<file path="src/sv/pls_pkg.sv">
// Package for the positional sequential list: command and status codes,
// controller state type, control struct, default capacity and word widths. No dependencies.
`timescale 1ns / 1ps

package pls_pkg;

   localparam int PLS_CAPACITY = 16;

   // Word widths on the stream ports, padded to whole bytes.
   localparam int REQ_DATA_W = 40;
   localparam int RSP_DATA_W = 48;

   localparam logic [1:0] CMD_INSERT = 2'd0;
   localparam logic [1:0] CMD_REMOVE = 2'd1;
   localparam logic [1:0] CMD_SEARCH = 2'd2;

   localparam logic [1:0] STAT_OK     = 2'd0;
   localparam logic [1:0] STAT_FULL   = 2'd1;
   localparam logic [1:0] STAT_EMPTY  = 2'd2;
   localparam logic [1:0] STAT_BADPOS = 2'd3;

   typedef enum logic {
      S_IDLE,
      S_HOLD
   } pls_state_type;

   typedef struct packed {
      logic exec;
   } pls_cmd_type;

endpackage

</file>
<file path="src/sv/pls_ctrl.sv">
// Controller for the positional sequential list: tracks whether the result
// register holds a word and issues the execute command. Uses pls_pkg.
`timescale 1ns / 1ps

module pls_ctrl (
   input  logic                 clock,
   input  logic                 reset,
   input  logic                 req_tvalid,
   output logic                 req_tready,
   output logic                 rsp_tvalid,
   input  logic                 rsp_tready,
   output pls_pkg::pls_cmd_type cmd
);

   pls_pkg::pls_state_type state_ff;
   pls_pkg::pls_state_type state_in;

   always_ff @(posedge clock) begin
      if (reset) begin
         state_ff <= pls_pkg::S_IDLE;
      end else begin
         state_ff <= state_in;
      end
   end

   always_comb begin
      state_in = state_ff;
      case (state_ff)
         pls_pkg::S_IDLE: begin
            if (cmd.exec) begin
               state_in = pls_pkg::S_HOLD;
            end
         end
         pls_pkg::S_HOLD: begin
            if (cmd.exec) begin
               state_in = pls_pkg::S_HOLD;
            end else if (rsp_tready) begin
               state_in = pls_pkg::S_IDLE;
            end
         end
         default: begin
            state_in = pls_pkg::S_IDLE;
         end
      endcase
   end

   // A new word is taken whenever the result register is empty or is being
   // drained in the same cycle.
   always_comb begin
      rsp_tvalid = 1'b0;
      req_tready = 1'b0;
      case (state_ff)
         pls_pkg::S_IDLE: begin
            req_tready = 1'b1;
         end
         pls_pkg::S_HOLD: begin
            rsp_tvalid = 1'b1;
            req_tready = rsp_tready;
         end
         default: begin
            req_tready = 1'b0;
         end
      endcase
      cmd.exec = req_tvalid && req_tready;
   end

endmodule

</file>
<file path="src/sv/pls_dp.sv">
// Datapath for the positional sequential list: the entry register chain,
// the held count and the result register. Uses pls_pkg.
`timescale 1ns / 1ps

module pls_dp #(
   parameter int CAPACITY = pls_pkg::PLS_CAPACITY
) (
   input  logic                             clock,
   input  logic                             reset,
   input  pls_pkg::pls_cmd_type             cmd,
   input  logic [1:0]                       command,
   input  logic [4:0]                       position,
   input  logic signed [31:0]               value,
   output logic [pls_pkg::RSP_DATA_W-1:0]   rsp_word
);

   localparam int CW   = $clog2(CAPACITY + 1);
   localparam int IXW  = $clog2(CAPACITY);
   localparam int CMPW = (CW > 5) ? CW : 5;

   logic [31:0]         entries_ff [CAPACITY];
   logic [31:0]         entries_in [CAPACITY];
   logic [31:0]         shift_up   [CAPACITY];
   logic [31:0]         shift_down [CAPACITY];
   logic [CW-1:0]       count_ff;
   logic [CW-1:0]       count_in;
   logic [CAPACITY-1:0] hit;
   logic [CMPW-1:0]     pos_x;
   logic [CMPW-1:0]     cnt_x;
   logic [IXW-1:0]      rm_idx;
   logic                do_ins;
   logic                do_rem;
   logic [1:0]          status_in;
   logic [31:0]         removed_in;
   logic                found_in;

   logic [1:0]          status_ff;
   logic [31:0]         removed_ff;
   logic                found_ff;
   logic [4:0]          count_out_ff;
   logic                full_ff;
   logic                empty_ff;

   assign pos_x  = CMPW'(position);
   assign cnt_x  = CMPW'(count_ff);
   assign rm_idx = IXW'(position);

   always_comb begin
      status_in = pls_pkg::STAT_OK;
      do_ins    = 1'b0;
      do_rem    = 1'b0;
      case (command)
         pls_pkg::CMD_INSERT: begin
            if (count_ff == CW'(CAPACITY)) begin
               status_in = pls_pkg::STAT_FULL;
            end else if (pos_x > cnt_x) begin
               status_in = pls_pkg::STAT_BADPOS;
            end else begin
               do_ins = 1'b1;
            end
         end
         pls_pkg::CMD_REMOVE: begin
            if (count_ff == '0) begin
               status_in = pls_pkg::STAT_EMPTY;
            end else if (pos_x >= cnt_x) begin
               status_in = pls_pkg::STAT_BADPOS;
            end else begin
               do_rem = 1'b1;
            end
         end
         default: begin
            status_in = pls_pkg::STAT_OK;
         end
      endcase
   end

   // Each entry sees only its own neighbors and the new value: the whole chain shifts together.
   always_comb begin
      shift_up[0] = value;
      for (int i = 1; i < CAPACITY; i++) begin
         shift_up[i] = entries_ff[i-1];
      end
      for (int i = 0; i < CAPACITY - 1; i++) begin
         shift_down[i] = entries_ff[i+1];
      end
      shift_down[CAPACITY-1] = entries_ff[CAPACITY-1];
   end

   always_comb begin
      for (int i = 0; i < CAPACITY; i++) begin
         entries_in[i] = entries_ff[i];
         if (do_ins) begin
            if (CMPW'(i) == pos_x) begin
               entries_in[i] = value;
            end else if (CMPW'(i) > pos_x) begin
               entries_in[i] = shift_up[i];
            end
         end else if (do_rem) begin
            if (CMPW'(i) >= pos_x) begin
               entries_in[i] = shift_down[i];
            end
         end
         hit[i] = (CW'(i) < count_ff) && (entries_ff[i] == value);
      end
   end

   always_comb begin
      removed_in = do_rem ? entries_ff[rm_idx] : 32'd0;
      found_in   = (command == pls_pkg::CMD_SEARCH) && (|hit);
      if (do_ins) begin
         count_in = count_ff + CW'(1);
      end else if (do_rem) begin
         count_in = count_ff - CW'(1);
      end else begin
         count_in = count_ff;
      end
   end

   always_ff @(posedge clock) begin
      if (reset) begin
         count_ff <= '0;
      end else if (cmd.exec) begin
         count_ff <= count_in;
      end
   end

   always_ff @(posedge clock) begin
      if (cmd.exec) begin
         entries_ff   <= entries_in;
         status_ff    <= status_in;
         removed_ff   <= removed_in;
         found_ff     <= found_in;
         count_out_ff <= 5'(count_in);
         full_ff      <= (count_in == CW'(CAPACITY));
         empty_ff     <= (count_in == '0);
      end
   end

   assign rsp_word = {6'd0, empty_ff, full_ff, count_out_ff, found_ff, removed_ff, status_ff};

endmodule

</file>
<file path="src/sv/positional_sequential_list.sv">
// Positional sequential list: an ordered list of up to CAPACITY signed 32-bit
// words with insert at a position, remove at a position and search by value.
// Every request word gives exactly one response word carrying the status,
// the removed word, the search hit, the count (low five bits) and the full and
// empty flags. One request is taken per clock while the result register,
// the only buffer, is empty or its response is taken in that cycle: the
// entries sit in a register chain that shifts up or down and compares every
// entry at once, so the response appears in the result register on the
// cycle after acceptance.
// Uses pls_pkg, pls_ctrl and pls_dp.
`timescale 1ns / 1ps

module positional_sequential_list #(
   parameter int CAPACITY = pls_pkg::PLS_CAPACITY
) (
   input  logic                           clock,
   input  logic                           reset,
   input  logic                           req_tvalid,
   output logic                           req_tready,
   // command[1:0], position[6:2], value[38:7], zero[39]
   input  logic [pls_pkg::REQ_DATA_W-1:0] req_tdata,
   output logic                           rsp_tvalid,
   input  logic                           rsp_tready,
   // status[1:0], removed_value[33:2], found[34], count[39:35],
   // is_full[40], is_empty[41], zero[47:42]
   output logic [pls_pkg::RSP_DATA_W-1:0] rsp_tdata
);

   pls_pkg::pls_cmd_type cmd;

   pls_ctrl u_ctrl (
      .clock      (clock),
      .reset      (reset),
      .req_tvalid (req_tvalid),
      .req_tready (req_tready),
      .rsp_tvalid (rsp_tvalid),
      .rsp_tready (rsp_tready),
      .cmd        (cmd)
   );

   pls_dp #(
      .CAPACITY (CAPACITY)
   ) u_dp (
      .clock    (clock),
      .reset    (reset),
      .cmd      (cmd),
      .command  (req_tdata[1:0]),
      .position (req_tdata[6:2]),
      .value    (req_tdata[38:7]),
      .rsp_word (rsp_tdata)
   );

`ifndef SYNTH
   // An accepted word always leaves a response waiting on the next cycle.
   a_rsp_follows: assert property (@(posedge clock) disable iff (reset)
      (req_tvalid && req_tready) |=> rsp_tvalid)
      else $error("no response after an accepted request");

   // A failed operation never returns a word or a hit.
   a_err_clean: assert property (@(posedge clock) disable iff (reset)
      (rsp_tvalid && rsp_tdata[1:0] != pls_pkg::STAT_OK)
         |-> (rsp_tdata[33:2] == 32'd0 && !rsp_tdata[34]))
      else $error("error response carries data");

   // The list cannot be full and empty at once.
   a_flags: assert property (@(posedge clock) disable iff (reset)
      rsp_tvalid |-> !(rsp_tdata[40] && rsp_tdata[41]))
      else $error("full and empty both set");

   // A search hit and a removed word never appear in the same response.
   a_hit_excl: assert property (@(posedge clock) disable iff (reset)
      (rsp_tvalid && rsp_tdata[34]) |-> (rsp_tdata[33:2] == 32'd0))
      else $error("search hit with a removed word");
`endif

endmodule
</file>
<file path="config.mk">
export PLATFORM = sky130hd
export DESIGN_NAME = positional_sequential_list
export DESIGN_NICKNAME = d
export VERILOG_FILES = /design/src/sv/pls_pkg.sv /design/src/sv/pls_ctrl.sv /design/src/sv/pls_dp.sv /design/src/sv/positional_sequential_list.sv
export SDC_FILE = /design/constraint.sdc
export NUM_CORES = 2
export LEC_CHECK = 0
export BUFFER_PORTS_ARGS = -buffer_cell sky130_fd_sc_hd__buf_2
export CAP_MARGIN = 25
export CORE_MARGIN = 2
export CORE_UTILIZATION = 52
export DETAILED_ROUTE_END_ITERATION = 12
export PLACE_DENSITY_LB_ADDON = 0.05
export REMOVE_ABC_BUFFERS = 1
export SLEW_MARGIN = 20
export SYNTH_ARGS = -nofsm -noshare
export SYNTH_HDL_FRONTEND = slang
export SYNTH_HIERARCHICAL = 1
export SYNTH_SLANG_ARGS = --single-unit
</file>
<file path="constraint.sdc">
create_clock -name clock -period 8.4 [get_ports clock]
set_clock_uncertainty 0.1 [all_clocks]
set_input_delay 0.84 -clock clock [delete_from_list [all_inputs] [get_ports clock]]
set_output_delay 0.84 -clock clock [all_outputs]
set_load 0.02 [all_outputs]
</file>
==> metrics.txt <==
outcome finished, final reports clean; post-CTS setup buffers 0; Initial Utilization a little over half; placed cells ~4400; Critical-path top delay cell dfxtp_1; wirelength, routed 135 mm; sequential share of the synthesized area approximately 44%; Post-CTS Resized 0; GR Util All Layers 35.4%; CTS tree done; via count between 20000 and 30000; num rows 99; Distinct cells, synth 54; Worst Hold Class input pin to flop; Synth Register Bits 560; Max Freq 198 MHz; Via density 6.32; Die X between 200 and 300 um; antenna violations before repair 1; MaxCap Viol Count 0; Worst Tran Pin Value around 1200 ps; final layout net count 3588; CP max FO 34; Post-Syn Area between 30000 and 40000 um^2; clock slew at reported path FFs roughly 50 ps; Final Hold Fails 0; hold_ws roughly 380 ps; Core Area 72600 um^2; H-tree depth 3; largest net degree at the start of global routing about 200; Avg WL per Cell between 20 and 30 um; Rel. slew slack about 17%; DRC Markers 0; Worst setup SP type flop; total CTS buffers 70; CP top delay family buffers and inverters; DR iter-0 viols approximately 3600; ys async rst share 0%; Area Overhead vs Synth 8.38%; mean area per synthesized cell roughly 10 um^2; # hold bufs at CTS 0; Yosys warnings 6; first-pass GRT wire length roughly 190 mm; antenna cell count 0; Slew Limit Fails 0; CP Class flop to flop; reg-to-reg startpoint u_dp/cnt_x[4]; hold path endpoint u_ctrl/state_ff; GPL Wtd Cong 0.955; Worst-Skew Late Latency between 600 and 700 ps; final setup violation count 0; Yosys top cell by area edfxtp_1; Final Cycle Share 60.2%; critical path cell sequence inv_1, ha_1, a21oi_1, o221ai_1, a21oi_4, buf_4, o21ai_2, buf_4, a211oi_4, buf_4, o21bai_4, buf_4; EDFF count, synth around 550; Final Non-Filler Cells ~4500; r2r endpoint u_dp/entries_ff[104]; pre-CTS setup slack approximately 3200 ps; drt pass-1 iters 6; Die Ht ~270 um; cell count after synthesis 3648; final worst setup slack around 3300 ps; Pwr Density roughly 160 nW/um^2; die area ~75000 um^2; RSZ-0062 raised after global routing no; Detail Route Antenna Nets 0; post-synth top area share 43.8%; DP HPWL about 97 mm; Worst Reg-to-Reg Cells 12; most area-consuming cells after synthesis edfxtp_1 44%, mux2i_1 15%, xor2_1 11%; top post-synthesis cells by count 590 x nand2_1, 554 x edfxtp_1, 552 x mux2i_1; worst hold start reset; crit path time final 5060 ps; Ports 94; slowest stage delay, CP approximately 740 ps; flop2flop setup slack 3340 ps; port buffer count 86; GRT overflow 0; WHS Path Cells 2; most used cell, CP buf_4; peak supply drop 0.134 mV; worst endpoint data arrival time 5200 ps; sum of buffers and inverters on the critical path 5; Critical Path End Type flop; CTS sink cnt 560; deepest clock path buffer count 3; leakage 0.0164 uW; CTS Root Cell clkbuf_16; top-count cell post-synth nand2_1; Worst EP required roughly 8500 ps; share of layout cells above drive strength 1 about an eighth; vias in the first global route 27300; Most used DFF post-synth edfxtp_1
==> where the power goes <==
part | switching (uW) | total (uW) | internal (uW) | leakage, uW
registers | 28.1 | 3120 | 3090 | 0.00509
logic | 569 | 817 | 248 | 0.0103
clock network | 1220 | 2820 | 1600 | 0.00101
==> cell families after synthesis <==
| logic type | synth area share [%] |
|---|---|
| and+or+nand+nor | 9.98 |
| xor gates and xnor gates | 11.9 |
| muxes | 20.0 |
| AOI/OAI and AO/OA | 9.42 |
| other | 0.00987 |
| DFF | 44.1 |
| buffers and inverters | 4.28 |
| adders and majority gates | 0.296 |
==> worst max-delay path by stage <==
stage | start | end | slack [ps] | cells past startpoint
3_5_place_dp | req_tdata[3] | u_dp/entries_ff[127] | 3220 | 12
2_1_floorplan | req_tdata[6] | u_dp/entries_ff[0] | -16060 | 5
4_1_cts | u_dp/cnt_x[4] | u_dp/entries_ff[122] | 3490 | 12
3_3_place_gp | req_tdata[3] | u_dp/entries_ff[127] | 3280 | 12
5_1_grt | u_dp/cnt_x[4] | u_dp/entries_ff[111] | 3250 | 12
6_report | u_dp/cnt_x[4] | u_dp/entries_ff[104] | 3340 | 12
==> area by class of cell <==
type	count	area (um^2)
clock inverters	36	200
fillers	6392	31400
well taps	959	1200
multi-input cells	2714	19800
clock buffers	89	1870
flip-flops and latches	560	16800
repair buffers	175	1250
inverters	14	52.6
==> metrics by stage <==
step	util (%)	area [um^2]	power [uW]	TNS [ps]
after floorplan	-	36400	3660	-4218450
after global placement	53.7	39000	3960	0
after detailed placement	53.8	39000	3980	0
after CTS	56.6	41100	6790	0
after global routing	56.7	41200	6940	0
final	56.7	41200	6750	0
==> cell usage in the layout, fill, tap and decap left out, drive strengths merged, types with 3 or more instances in the layout <==
master / instances
nand2: 590
edfxtp: 554
mux2i: 552
o21ai: 491
xor2: 457
buf: 174
nor4: 116
clkbuf: 90
a21oi: 73
o221ai: 66
mux4: 64
xnor2: 59
mux2: 56
nor2: 41
nand4: 35
clkinv: 32
nor3: 28
nand3: 22
inv: 17
ha: 9
dfxtp: 6
conb: 6
or3: 6
nand2b: 5
a2111oi: 5
a211oi: 5
or2: 4
nor2b: 3
==> flip-flops by register name (all words and copies together), names as in the netlist <==
register and flops:
u_ctrl/state_ff 1, u_dp/cnt_x 5, u_dp/count_out_ff 5, u_dp/empty_ff 1
u_dp/entries_ff 512, u_dp/found_ff 1, u_dp/full_ff 1, u_dp/removed_ff 32
u_dp/status_ff 2
==> layer usage <==
metal  global-route usage, %  vias to the layer above  part of all wire (%)
li1                        -                    13000                     -
met1                    48.3                    14100                    41
met2                    54.4                     1397                    45
met3                    5.55                      228                   7.9
met4                    18.8                        0                   5.7
met5                       0                        -                     0
==> worst reg2reg max path: stages (launching register included) <==
cell	delay (ps)
dfxtp_1	740
inv_1	410
ha_1	430
a21oi_1	210
o221ai_1	370
a21oi_4	220
buf_4	460
o21ai_2	120
buf_4	270
a211oi_4	200
buf_4	430
o21bai_4	210
buf_4	460
(Power assumes the default switching activity.)
